<file path="config.mk">
export PLATFORM = sky130hd
export DESIGN_NAME = mtrrl_cell
export DESIGN_NICKNAME = d
export VERILOG_FILES = /design/src/mtrrl_pkg.sv /design/src/mtrrl_cell.sv
export SDC_FILE = /design/constraint.sdc
export NUM_CORES = 1
export LEC_CHECK = 0
export BUFFER_PORTS_ARGS = -buffer_cell sky130_fd_sc_hd__clkbuf_2
export CAP_MARGIN = 20
export CORE_UTILIZATION = 40
export CTS_CLUSTER_SIZE = 28
export DETAILED_ROUTE_END_ITERATION = 8
export PLACE_DENSITY = 0.7
export SYNTH_ARGS = -nofsm -noshare
export SYNTH_HDL_FRONTEND = slang
export SYNTH_SLANG_ARGS = --single-unit
export TNS_END_PERCENT = 20
</file>
<file path="constraint.sdc">
create_clock -name clk -period 5.4 [get_ports clk]
set_input_delay 1.08 -clock clk [delete_from_list [all_inputs] [get_ports clk]]
set_output_delay 1.08 -clock clk [all_outputs]
set_load 0.02 [all_outputs]
</file>
<file path="src/mtrrl_pkg.sv">
`default_nettype none

package mtrrl_pkg;

	// Field widths fixed by the interface
	localparam int ENTRY_W = 5;
	localparam int ADDR_W  = 32;
	localparam int WORD_W  = 64;
	localparam int TYPE_W  = 8;
	localparam int PAB_W   = 6;
	localparam int SIZE_W  = 53;
	localparam int BASE_W  = 20;   // base bits 31:12

	// Parameter defaults
	localparam int VAR_RANGES_DEF = 32;
	localparam int FIXED_REGS_DEF = 11;

	// Opcodes
	localparam logic [1:0] OP_LOOKUP    = 2'd0;
	localparam logic [1:0] OP_VAR_WRITE = 2'd1;
	localparam logic [1:0] OP_FIX_WRITE = 2'd2;

	// Memory types and address map
	localparam logic [TYPE_W-1:0] TYPE_WRITEBACK = 8'd6;
	localparam logic [ADDR_W-1:0] ONE_MEG        = 32'h0010_0000;
	localparam logic [ADDR_W-1:0] FIX16_START    = 32'h0008_0000;
	localparam logic [ADDR_W-1:0] FIX16B_START   = 32'h000A_0000;
	localparam logic [ADDR_W-1:0] FIX4_START     = 32'h000C_0000;

	localparam int RANGE_VALID_BIT = 11;
	localparam logic [SIZE_W-1:0] PAGE_OFFSET_MASK = 53'hFFF;

	// Physical address width register
	localparam logic [PAB_W-1:0] PAB_RESET = 6'd36;
	localparam logic [PAB_W-1:0] PAB_MIN   = 6'd32;
	localparam logic [PAB_W-1:0] PAB_MAX   = 6'd52;

	// One beat travelling down the row of range cells
	typedef struct packed {
		logic                lookup;   // lookup beat
		logic                var_wr;   // variable range write beat
		logic [ENTRY_W-1:0]  idx;
		logic [ADDR_W-1:0]   addr;
		logic                hit;      // type already resolved
		logic [TYPE_W-1:0]   mtype;    // resolved type, or type to write
		logic [BASE_W-1:0]   wbase;
		logic [SIZE_W-1:0]   wsize;
	} beat_t;

endpackage

`default_nettype wire

</file>
<file path="src/mtrrl_cell.sv">
`default_nettype none

module mtrrl_cell #(
	parameter int CELL_INDEX = 0
) (
	input  wire logic       clk,
	input  wire logic       arst_n,
	input  wire logic       adv,
	input  wire mtrrl_pkg::beat_t beat_in,
	output mtrrl_pkg::beat_t beat_out
);
	import mtrrl_pkg::*;

	logic [BASE_W-1:0] base_q;
	logic [SIZE_W-1:0] size_q;
	logic [TYPE_W-1:0] type_q;
	logic [ADDR_W-1:0] base_addr;
	logic [ADDR_W-1:0] offset;
	logic              match;
	logic              wr_here;
	beat_t             fwd_d;
	beat_t             fwd_s1;

	// Compare address against this range
	assign base_addr = {base_q, 12'h000};
	assign offset    = beat_in.addr - base_addr;
	assign match     = (beat_in.addr >= base_addr)
		&& ({(SIZE_W - ADDR_W)'(0), offset} < size_q);

	assign wr_here = beat_in.var_wr && (int'(beat_in.idx) == CELL_INDEX);

	// Claim the lookup on first match
	always_comb begin
		fwd_d = beat_in;
		if (beat_in.lookup && !beat_in.hit && match) begin
			fwd_d.hit   = 1'b1;
			fwd_d.mtype = type_q;
		end
	end

	// Advance the beat to the neighbor
	always_ff @(posedge clk or negedge arst_n) begin
		if (!arst_n) begin
			fwd_s1 <= '0;
		end else if (adv) begin
			fwd_s1 <= fwd_d;
		end
	end

	// Load this range on a write beat
	always_ff @(posedge clk or negedge arst_n) begin
		if (!arst_n) begin
			base_q <= '0;
			size_q <= '0;
			type_q <= '0;
		end else if (adv && wr_here) begin
			base_q <= beat_in.wbase;
			size_q <= beat_in.wsize;
			type_q <= beat_in.mtype;
		end
	end

	assign beat_out = fwd_s1;

	a_size_page: assert property (@(posedge clk) disable iff (!arst_n)
		size_q == '0 || size_q[SIZE_W-1:12] != '0)
		else $error("range size below one page");

	a_empty_clear: assert property (@(posedge clk) disable iff (!arst_n)
		size_q == '0 |-> (base_q == '0 && type_q == '0))
		else $error("empty range holds stale base or type");

endmodule

`default_nettype wire

</file>
==> impl_metrics.csv <==
group,metric,value,unit
clocking,cts_resized,0,
final_layout,area_delta_synth_final,24.8,%
power,pwr-share-clk,0.349,
synthesis,netlist_instances,790,
synthesis,ys_types,49,
detailed_routing,drtPass1Iterations,4,
floorplanning,core_area,22800,µm²
floorplanning,chipHeight,155,µm
global_route,grt_remaining_overflow,0,
sta,setup_violations,0,
detailed_routing,final_antenna_net_count,0,
floorplanning,initial_core_util,0.409,
sta,fin_crit_sh,0.941,
synthesis,async_flop_share,1.00,
power,p_sw,0.00131,W
synthesis,synthesis.area,9320,µm²
setup_path,slowest_stage,"o41ai_1",
clocking,hold_buffers,0,
sta,setup_slack,0.317,ns
setup_path,worstPathRequired,5.81,ns
clocking,cts_root_buf,"clkbuf_16",
sta,slew_headroom,0.370,
setup_path,cp_num_buf_inv,1,
synthesis,syn_avg_cell_area,11.8,µm²
power,switching_share,0.299,
global_route,grt_pass1_vias,6749,
setup_path,path_max_fanout,9,
synthesis,ys_top_cells_by_count,"202 x dfrtp_1, 142 x mux2_2, 77 x nand2_1, 69 x inv_1, 64 x o21ai_0",
placed_design,port_buffers,244,
setup_path,crit_chain,"clkbuf_2 > ha_1 > nor2b_1 > o31a_1 > o22ai_1 > o21ai_0 > a211oi_1 > a21oi_1 > xor2_1 > ha_1 > nand2_1 > nor2_1 > o21a_1 > o41ai_1 > o2111ai_2 > or2_1 > o221ai_1",
detailed_routing,detail_route.wl_per_cell,16.2,µm
global_route,grt_antenna_before_repair,0,
final_layout,nNetsFinal,1210,
placed_design,place_congestion,0.838,
power,pwr-share-seq,0.408,
clocking,cts.clk_slew.worst_paths,0.06,ns
synthesis,synth-main-ff-cell,"dfrtp_1",
detailed_routing,drc,0,
setup_path,startpoint_type,"input pin",
setup_path,worst-endpoint-arrival,5.49,ns
clocking,post_cts_buffers,0,
global_route,grt_use_met1,0.251,
setup_path,reg2reg_from,"base_q[0]",
setup_path,setup.worst_path.class,"in2reg",
floorplanning,io_pins,245,
sta,finalHoldViolations,0,
setup_path,slowest_delay,0.50,ns
setup_path,cp_common_cell,"ha_1",
synthesis,yosys.area.top_type,"dfrtp_1",
power,combPwrFrac,0.243,
synthesis,synth_nets,966,
floorplanning,die_w,155,µm
synthesis,synth_top_area_frac,0.542,
global_route,met3_usage,0.0353,
final_layout,drive_gt1_frac,0.412,
clocking,ctsLongestPathBuffers,3,
sta,fmax,0.197,GHz
setup_path,r2r_end,"beat_out[80]",
setup_path,path_delay_family,"compound AO/OA/AOI/OAI gates",
clocking,cts_tree,"done",
final_layout,diodes,0,
hold_path,hold_class,"reg2reg",
setup_path,path_depth,17,
global_route,gr-max-usage-layer,"met2",
placed_design,dp_slack,-0.148,ns
setup_path,setup.worst_path.end,"beat_out[80]",
synthesis,synth_edf_count,0,
clocking,cts.sinks,202,
synthesis,yosysMostFrequentCell,"dfrtp_1",
synthesis,ys_warn_count,0,
detailed_routing,drt_iter0_markers,278,
setup_path,startpoint,"beat_in[96]",
global_route,met2_usage,0.308,
clocking,numCtsBuffers,23,
final_layout,num-fill-cells,2035,
placed_design,dpl.hpwl,16200,µm
sta,slew_violations,0,
power,leakage,5.72,nW
detailed_routing,viasPerCell,4.97,
sta,fin_worst_skew,0.0117,ns
global_route,grt_max_degree,132,
detailed_routing,wl,22000,µm
sta,rsz0062_at_grt,"no",
floorplanning,row_count,55,
setup_path,end_kind,"register",
sta,max_slew.worst_pin.slew,0.945,ns
sta,period_minus_slack,5.08,ns
setup_path,r2r_setup_slack,0.65,ns
placed_design,placed_cell_area,10900,µm²
synthesis,synth.area.top_cells,"dfrtp_1 54%, mux2_2 17%, ha_1 6.8%",
clocking,clk_latency,0.51,ns
power,power_density,377,nW/µm²
clocking,htree_levels,1,
floorplanning,die_area,23900,µm²
global_route,grt_usage,0.186,
synthesis,yosysSeqAreaShare,0.542,
global_route,grt_pass1_wl,35500,µm
power,power.internal,0.00308,W
final_layout,fin_area,11600,µm²
synthesis,ys_ff_latch,202,
detailed_routing,vias,6767,
power,irDropWorstVdd,0.000236,V
job,drv_cap,0,
setup_path,reg2regPathDepth,17,
run_status,status,"finished, final reports clean",
layout make-up:
type,instances,area [µm²],share of cell area
Inverter,69,259,0.0223
Sequential cell,202,5050,0.434
Multi-Input combinational cell,489,3890,0.335
Clock buffer,34,677,0.0582
Tap cell,313,392,0.0336
Clock inverter,6,76.3,0.00656
Timing Repair Buffer,249,1290,0.111
through the flow:
step	instances	util	power [W]	hold WS (ns)	TNS, ns
after floorplan	790	-	0.00253	0.472	0
after global placement	1322	0.478	0.00286	0.485	0
after detailed placement	1322	0.478	0.00289	0.492	-1.06
after CTS	1362	0.511	0.00445	0.505	0
after global routing	1362	0.511	0.00465	0.514	0
final	1362	0.511	0.00439	0.497	0
power by group through the flow:
| stage | clock network [W] | logic (W) | registers, W |
|---|---|---|---|
| 5_1_grt | 0.00164 | 0.00120 | 0.00181 |
| 2_1_floorplan | 0 | 0.000609 | 0.00192 |
| 4_1_cts | 0.00158 | 0.00108 | 0.00179 |
| 6_report | 0.00153 | 0.00107 | 0.00179 |
| 3_5_place_dp | 0 | 0.00107 | 0.00182 |
| 3_3_place_gp | 0 | 0.00105 | 0.00181 |
cells by family after synthesis:
| group | count (synthesis) | synth area share |
|---|---|---|
| adders and majority gates | 52 | 0.0706 |
| buffers and inverters | 99 | 0.0407 |
| xor gates and xnor gates | 16 | 0.0150 |
| muxes | 142 | 0.172 |
| DFF | 202 | 0.542 |
| and+or+nand+nor | 140 | 0.0668 |
| AOI/OAI and AO/OA | 139 | 0.0931 |
worst min path at each step:
stage	from	endpoint	slack (ns)	cells after the start
floorplan	size_q[47]	size_q[47]	0.47	1
global placement	size_q[48]	size_q[48]	0.48	1
detailed placement	size_q[47]	size_q[47]	0.49	1
CTS	size_q[47]	size_q[47]	0.51	1
global route	beat_out[24]	beat_out[24]	0.51	1
finish	size_q[47]	size_q[47]	0.50	1
placed cells by master (no fill, tap or decap), types with 9 or more instances in the layout:
master | Yosys | final
clkbuf_2 | 0 | 242
dfrtp_1 | 202 | 202
mux2_2 | 142 | 142
nand2_1 | 77 | 77
inv_1 | 69 | 69
o21ai_0 | 64 | 64
ha_1 | 51 | 51
clkbuf_16 | 0 | 23
a21oi_1 | 22 | 22
nor2_1 | 21 | 21
o211ai_1 | 10 | 10
xnor2_1 | 9 | 9
nand3_1 | 9 | 9
nand4_1 | 9 | 9
o221ai_1 | 9 | 9
routing by layer:
layer / wire length (µm) / share of wire / vias to the layer above
li1: - / - / 3255
met4: 488 / 0.022 / 0
met2: 10300 / 0.47 / 182
met3: 1070 / 0.048 / 34
met5: 0 / 0 / -
met1: 10200 / 0.46 / 3296
sequential cells by signal, summed over array words and instances, names as in the netlist:
name      flops
size_q       53
beat_out    121
type_q        8
base_q       20
(Power assumes the default switching activity.)
