==> config.mk <==
export PLATFORM = sky130hd
export DESIGN_NAME = mtrrl_entry
export DESIGN_NICKNAME = d
export VERILOG_FILES = /design/src/mtrrl_pkg.sv /design/src/mtrrl_entry.sv
export SDC_FILE = /design/constraint.sdc
export NUM_CORES = 2
export LEC_CHECK = 0
export ABC_CLOCK_PERIOD_IN_PS = 2200
export BUFFER_PORTS_ARGS = -buffer_cell sky130_fd_sc_hd__buf_2
export CAP_MARGIN = 20
export CORE_MARGIN = 10
export CORE_UTILIZATION = 61
export DETAILED_ROUTE_END_ITERATION = 8
export GPL_TIMING_DRIVEN = 1
export PLACE_DENSITY_LB_ADDON = 0.15
export RECOVER_POWER = 50
export SLEW_MARGIN = 20
export SYNTH_ARGS = -nofsm -noshare
export SYNTH_HDL_FRONTEND = slang
export SYNTH_SLANG_ARGS = --single-unit
export TNS_END_PERCENT = 50
==> constraint.sdc <==
create_clock -name clk -period 2.2 [get_ports clk]
set_input_delay 0.33 -clock clk [delete_from_list [all_inputs] [get_ports clk]]
set_output_delay 0.33 -clock clk [all_outputs]
set_load 0.1 [all_outputs]
==> src/mtrrl_pkg.sv <==
`default_nettype none

package mtrrl_pkg;

	// Field widths fixed by the interface
	localparam int ENTRY_W = 5;
	localparam int ADDR_W  = 32;
	localparam int WORD_W  = 64;
	localparam int TYPE_W  = 8;
	localparam int PAB_W   = 6;
	localparam int SIZE_W  = 53;
	localparam int BASE_W  = 20;   // base bits 31:12

	// Parameter defaults
	localparam int VAR_RANGES_DEF = 32;
	localparam int FIXED_REGS_DEF = 11;

	// Opcodes
	localparam logic [1:0] OP_LOOKUP    = 2'd0;
	localparam logic [1:0] OP_VAR_WRITE = 2'd1;
	localparam logic [1:0] OP_FIX_WRITE = 2'd2;

	// Memory types and address map
	localparam logic [TYPE_W-1:0] TYPE_WRITEBACK = 8'd6;
	localparam logic [ADDR_W-1:0] ONE_MEG        = 32'h0010_0000;
	localparam logic [ADDR_W-1:0] FIX16_START    = 32'h0008_0000;
	localparam logic [ADDR_W-1:0] FIX16B_START   = 32'h000A_0000;
	localparam logic [ADDR_W-1:0] FIX4_START     = 32'h000C_0000;

	localparam int RANGE_VALID_BIT = 11;
	localparam logic [SIZE_W-1:0] PAGE_OFFSET_MASK = 53'hFFF;

	// Physical address width register
	localparam logic [PAB_W-1:0] PAB_RESET = 6'd36;
	localparam logic [PAB_W-1:0] PAB_MIN   = 6'd32;
	localparam logic [PAB_W-1:0] PAB_MAX   = 6'd52;

	// One beat travelling down the row of range cells
	typedef struct packed {
		logic                lookup;   // lookup beat
		logic                var_wr;   // variable range write beat
		logic [ENTRY_W-1:0]  idx;
		logic [ADDR_W-1:0]   addr;
		logic                hit;      // type already resolved
		logic [TYPE_W-1:0]   mtype;    // resolved type, or type to write
		logic [BASE_W-1:0]   wbase;
		logic [SIZE_W-1:0]   wsize;
	} beat_t;

endpackage

`default_nettype wire

==> src/mtrrl_entry.sv <==
`default_nettype none

module mtrrl_entry #(
	parameter int FIXED_REGS = mtrrl_pkg::FIXED_REGS_DEF
) (
	input  wire logic                          clk,
	input  wire logic                          arst_n,
	input  wire logic                          adv,
	input  wire logic                          in_valid,
	input  wire logic [1:0]                    opcode,
	input  wire logic [mtrrl_pkg::ENTRY_W-1:0] entry_index,
	input  wire logic [mtrrl_pkg::WORD_W-1:0]  base_word,
	input  wire logic [mtrrl_pkg::WORD_W-1:0]  mask_word,
	input  wire logic [mtrrl_pkg::ADDR_W-1:0]  lookup_address,
	input  wire logic [mtrrl_pkg::PAB_W-1:0]   phys_addr_bits,
	output mtrrl_pkg::beat_t                   beat_out
);
	import mtrrl_pkg::*;

	localparam int FIX_IW = $clog2(FIXED_REGS);

	logic [WORD_W-1:0] fixed_q [FIXED_REGS];
	logic              take;
	logic [SIZE_W-1:0] pm;
	logic [SIZE_W-1:0] am;
	logic [FIX_IW-1:0] fix_sel;
	logic [2:0]        fix_slot;
	logic [WORD_W-1:0] fix_word;
	beat_t             beat_d;
	beat_t             beat_s1;

	assign take = in_valid && adv;

	// Decode physical mask from the address width
	assign pm = (SIZE_W'(1) << phys_addr_bits) - SIZE_W'(1);
	assign am = pm & ~PAGE_OFFSET_MASK;

	// Pick fixed register and byte slot below 1 MB
	always_comb begin
		fix_sel  = '0;
		fix_slot = '0;
		priority if (lookup_address < FIX16_START) begin
			fix_sel  = '0;
			fix_slot = lookup_address[18:16];
		end else if (lookup_address < FIX16B_START) begin
			fix_sel  = FIX_IW'(1);
			fix_slot = lookup_address[16:14];
		end else if (lookup_address < FIX4_START) begin
			fix_sel  = FIX_IW'(2);
			fix_slot = lookup_address[16:14];
		end else begin
			fix_sel  = FIX_IW'(3) + FIX_IW'(lookup_address[17:15]);
			fix_slot = lookup_address[14:12];
		end
	end

	assign fix_word = fixed_q[fix_sel];

	// Build the beat
	always_comb begin
		beat_d        = '0;
		beat_d.idx    = entry_index;
		beat_d.addr   = lookup_address;
		beat_d.lookup = take && (opcode == OP_LOOKUP);
		beat_d.var_wr = take && (opcode == OP_VAR_WRITE);
		if (opcode == OP_LOOKUP) begin
			beat_d.hit   = lookup_address < ONE_MEG;
			beat_d.mtype = fix_word[{fix_slot, 3'b000} +: TYPE_W];
		end else if (mask_word[RANGE_VALID_BIT]) begin
			beat_d.wbase = base_word[31:12];
			beat_d.wsize = (~(mask_word[SIZE_W-1:0] & am) & pm) + SIZE_W'(1);
			beat_d.mtype = base_word[TYPE_W-1:0];
		end
	end

	// Advance the entry stage
	always_ff @(posedge clk or negedge arst_n) begin
		if (!arst_n) begin
			beat_s1 <= '0;
		end else if (adv) begin
			beat_s1 <= beat_d;
		end
	end

	// Load fixed-range words
	always_ff @(posedge clk or negedge arst_n) begin
		if (!arst_n) begin
			for (int i = 0; i < FIXED_REGS; i++) begin
				fixed_q[i] <= '0;
			end
		end else if (take && opcode == OP_FIX_WRITE && int'(entry_index) < FIXED_REGS) begin
			fixed_q[entry_index[FIX_IW-1:0]] <= base_word;
		end
	end

	assign beat_out = beat_s1;

endmodule

`default_nettype wire

==> results.json <==
{
  "status": "complete, but fails checks",
  "violations": "max-capacitance violations, max-slew violations, negative setup slack",
  "numCtsBuffers": 86,
  "path_depth": 13,
  "grt_usage": 0.357,
  "synth_cells": 3301,
  "cp.required_ns": 2.73,
  "fin_area_um2": 50800,
  "cts_max_level": 3,
  "worstHoldPathType": "in -> reg",
  "synth_area_leaders": "dfrtp_1, mux2_2, mux2i_1, a221oi_1, nand2_1",
  "drive_gt1_frac": 0.495,
  "syn_to_final_growth_pct": 29.3,
  "grt_overflow": 0,
  "drtPass1Iterations": 8,
  "crit_chain": "buf_6 -> or4_4 -> buf_6 -> nor4_4 -> o31ai_4 -> buf_6 -> buf_12 -> a221oi_2 -> o211ai_1 -> nand4_1 -> o21ai_2 -> a211oi_2 -> a2bb2oi_1",
  "placed_area_um2": 45600,
  "drv_slew": 50,
  "startpoint_type": "primary input",
  "pre_cts_ws_ns": -1.39,
  "fmax_mhz": 365,
  "core_um2": 63400,
  "critPathMaxStageDelay_ns": 0.59,
  "drc_errors": 0,
  "die_h_um": 274,
  "maxCapViolCount": 1,
  "crit_buf_inv": 4,
  "rsz0062_at_grt": "yes",
  "setup_slack_ns": -0.542,
  "dp_hpwl_um": 93900,
  "fp-row-count": 92,
  "timing.final.hold_violations": 0,
  "min_period_over_period": 1.25,
  "critPathCaptureType": "register",
  "crit_family": "compound AO/OA/AOI/OAI gates",
  "syn_nets": 3480,
  "ant_nets": 0,
  "clkSinkCount": 825,
  "dieWidth_um": 274,
  "worstMarginPinSlew_ns": 1.76,
  "whs_ns": 0.0163,
  "power_density_nw_per_um2": 751,
  "setup_viol": 287,
  "cts_root_buf": "clkbuf_16",
  "vias": 31759,
  "synth_commonest_cells": "dfrtp_1, mux2_2, nand2_1",
  "synth_area_per_cell_um2": 11.9,
  "vias_per_cell": 6.54,
  "place_inst": 4613,
  "cp_common_cell": "buf_6",
  "fin_worst_skew_ns": 0.0224,
  "gp_congestion": 0.977,
  "worstPathMaxFanout": 22,
  "utilization": 0.801,
  "path_clk_slew_ns": 0.06,
  "antenna_found_initial": 16,
  "rr_worst_depth": 6,
  "synth_top_area_cell": "dfrtp_1",
  "die_area_um2": 75000,
  "synth_cell_types": 98,
  "grt_pass1_vias": 32793,
  "cpMaxStageDelayCell": "or4_4",
  "wl_um": 138000,
  "netlist_area_um2": 39300,
  "synth_top_area_frac": 0.525,
  "synth-edff-count": 0,
  "grt_pass1_wl_um": 204000,
  "drt_iter0_markers": 3637,
  "power_mw": 38.2,
  "grt_max_degree": 84,
  "path_class": "in -> reg",
  "synth_seq_cells": 825,
  "regArea_um2": 20600,
  "hold_path_depth": 3,
  "cts_tree": "done",
  "ir_drop_mv": 0.643,
  "clk_latency_ns": 0.65,
  "num-fill-cells": 3749,
  "ys_seq_area_frac": 0.525,
  "yosysMostFrequentCell": "dfrtp_1",
  "ios": 298,
  "num-nets-final": 4114,
  "leakage_nw": 25.1,
  "relSlewSlack": -0.172,
  "multi_input_area_um2": 19000,
  "portBuffers": 275,
  "initial_core_util": 0.620,
  "cp.arrival_ns": 3.27,
  "ys_warn_count": 0,
  "stdcell_count": 4859,
  "fin_setup_tns_ns": -54.82,
  "routedWlPerCell_um": 28.4,
  "cts_buffer_depth": 3,
  "final.min_clock_period_ns": 2.74,
  "async_reset_ff_frac": 1.00,
  "synth_flop_cell": "dfrtp_1"
}
## state kept, by name, summed over array words and instances, names as in the netlist
name      cells
beat_out    121
fixed_q     704
## path summary, 6_finish.rpt
| kind | start | end | slack, ns |
|---|---|---|---|
| hold / removal | lookup_address[27] | beat_out[109]$_DFFE_PN0P_ | 0.02 |
| setup / recovery | lookup_address[24] | beat_out[73]$_DFFE_PN0P_ | -0.54 |
| hold reg to reg | fixed_q[658]$_DFFE_PN0P_ | fixed_q[658]$_DFFE_PN0P_ | 0.50 |
| min in group asynchronous | arst_n | fixed_q[693]$_DFFE_PN0P_ | 0.67 |
| max in group asynchronous | arst_n | fixed_q[137]$_DFFE_PN0P_ | -0.28 |
| setup reg to reg | fixed_q[529]$_DFFE_PN0P_ | beat_out[74]$_DFFE_PN0P_ | 0.38 |
## worst min-delay path: cells and delay by family
kind                   cells  cell delay (ns)
buffers and inverters      2             0.17
multiplexers               1             0.13
## power breakdown
group / internal (mW) / total [mW] / switching (mW)
combinational: 2.21 / 6.36 / 4.15
clock: 9.02 / 15.4 / 6.34
sequential: 16.0 / 16.4 / 0.487
## layout by cell type, fill, tap and decap left out, types with 67 or more instances in the layout
| cell type | synthesis | final |
|---|---|---|
| o21ai_0 | 162 | 79 |
| buf_12 | 0 | 67 |
| dfrtp_1 | 825 | 825 |
| nand3_1 | 154 | 137 |
| o21ai_1 | 5 | 72 |
| clkbuf_16 | 0 | 90 |
| nand2_1 | 245 | 228 |
| mux2i_1 | 128 | 125 |
| buf_2 | 38 | 266 |
| inv_1 | 73 | 73 |
| buf_4 | 13 | 415 |
| mux2_2 | 743 | 739 |
## what timing repair did
action,4_1_cts,5_1_grt
pin swaps,49,86
setup buffers,23,34
setup endpoints to repair,39,79
hold buffers,18,0
endpoints found under the hold margin,53,0
gates resized for setup,156,202
gates cloned,3,4
## kinds of logic after synthesis
group,share of synthesized area
XOR/XNOR,0.0111
flip-flops,0.525
adder cells (fa/ha/maj),0.000637
AO/OA/AOI/OAI,0.0966
AND/OR/NAND/NOR,0.0819
buffers and inverters,0.0379
multiplexers,0.247
## cell type report
class | count | share of cell area
antenna | 11 | 0.000542
inverter | 74 | 0.00571
timing repair buffer | 839 | 0.135
clock buffer | 125 | 0.0492
clock inverter | 30 | 0.00977
multi-input combinational | 2109 | 0.373
tap | 846 | 0.0208
sequential | 825 | 0.406
## metal layers
metal / vias up / wire length [um] / GRT usage
li1: 13340 / - / -
met1: 16314 / 50900 / 0.438
met2: 1634 / 67500 / 0.580
met3: 461 / 11900 / 0.0807
met4: 10 / 7880 / 0.197
met5: - / 63 / 0
(Power assumes the default switching activity.)
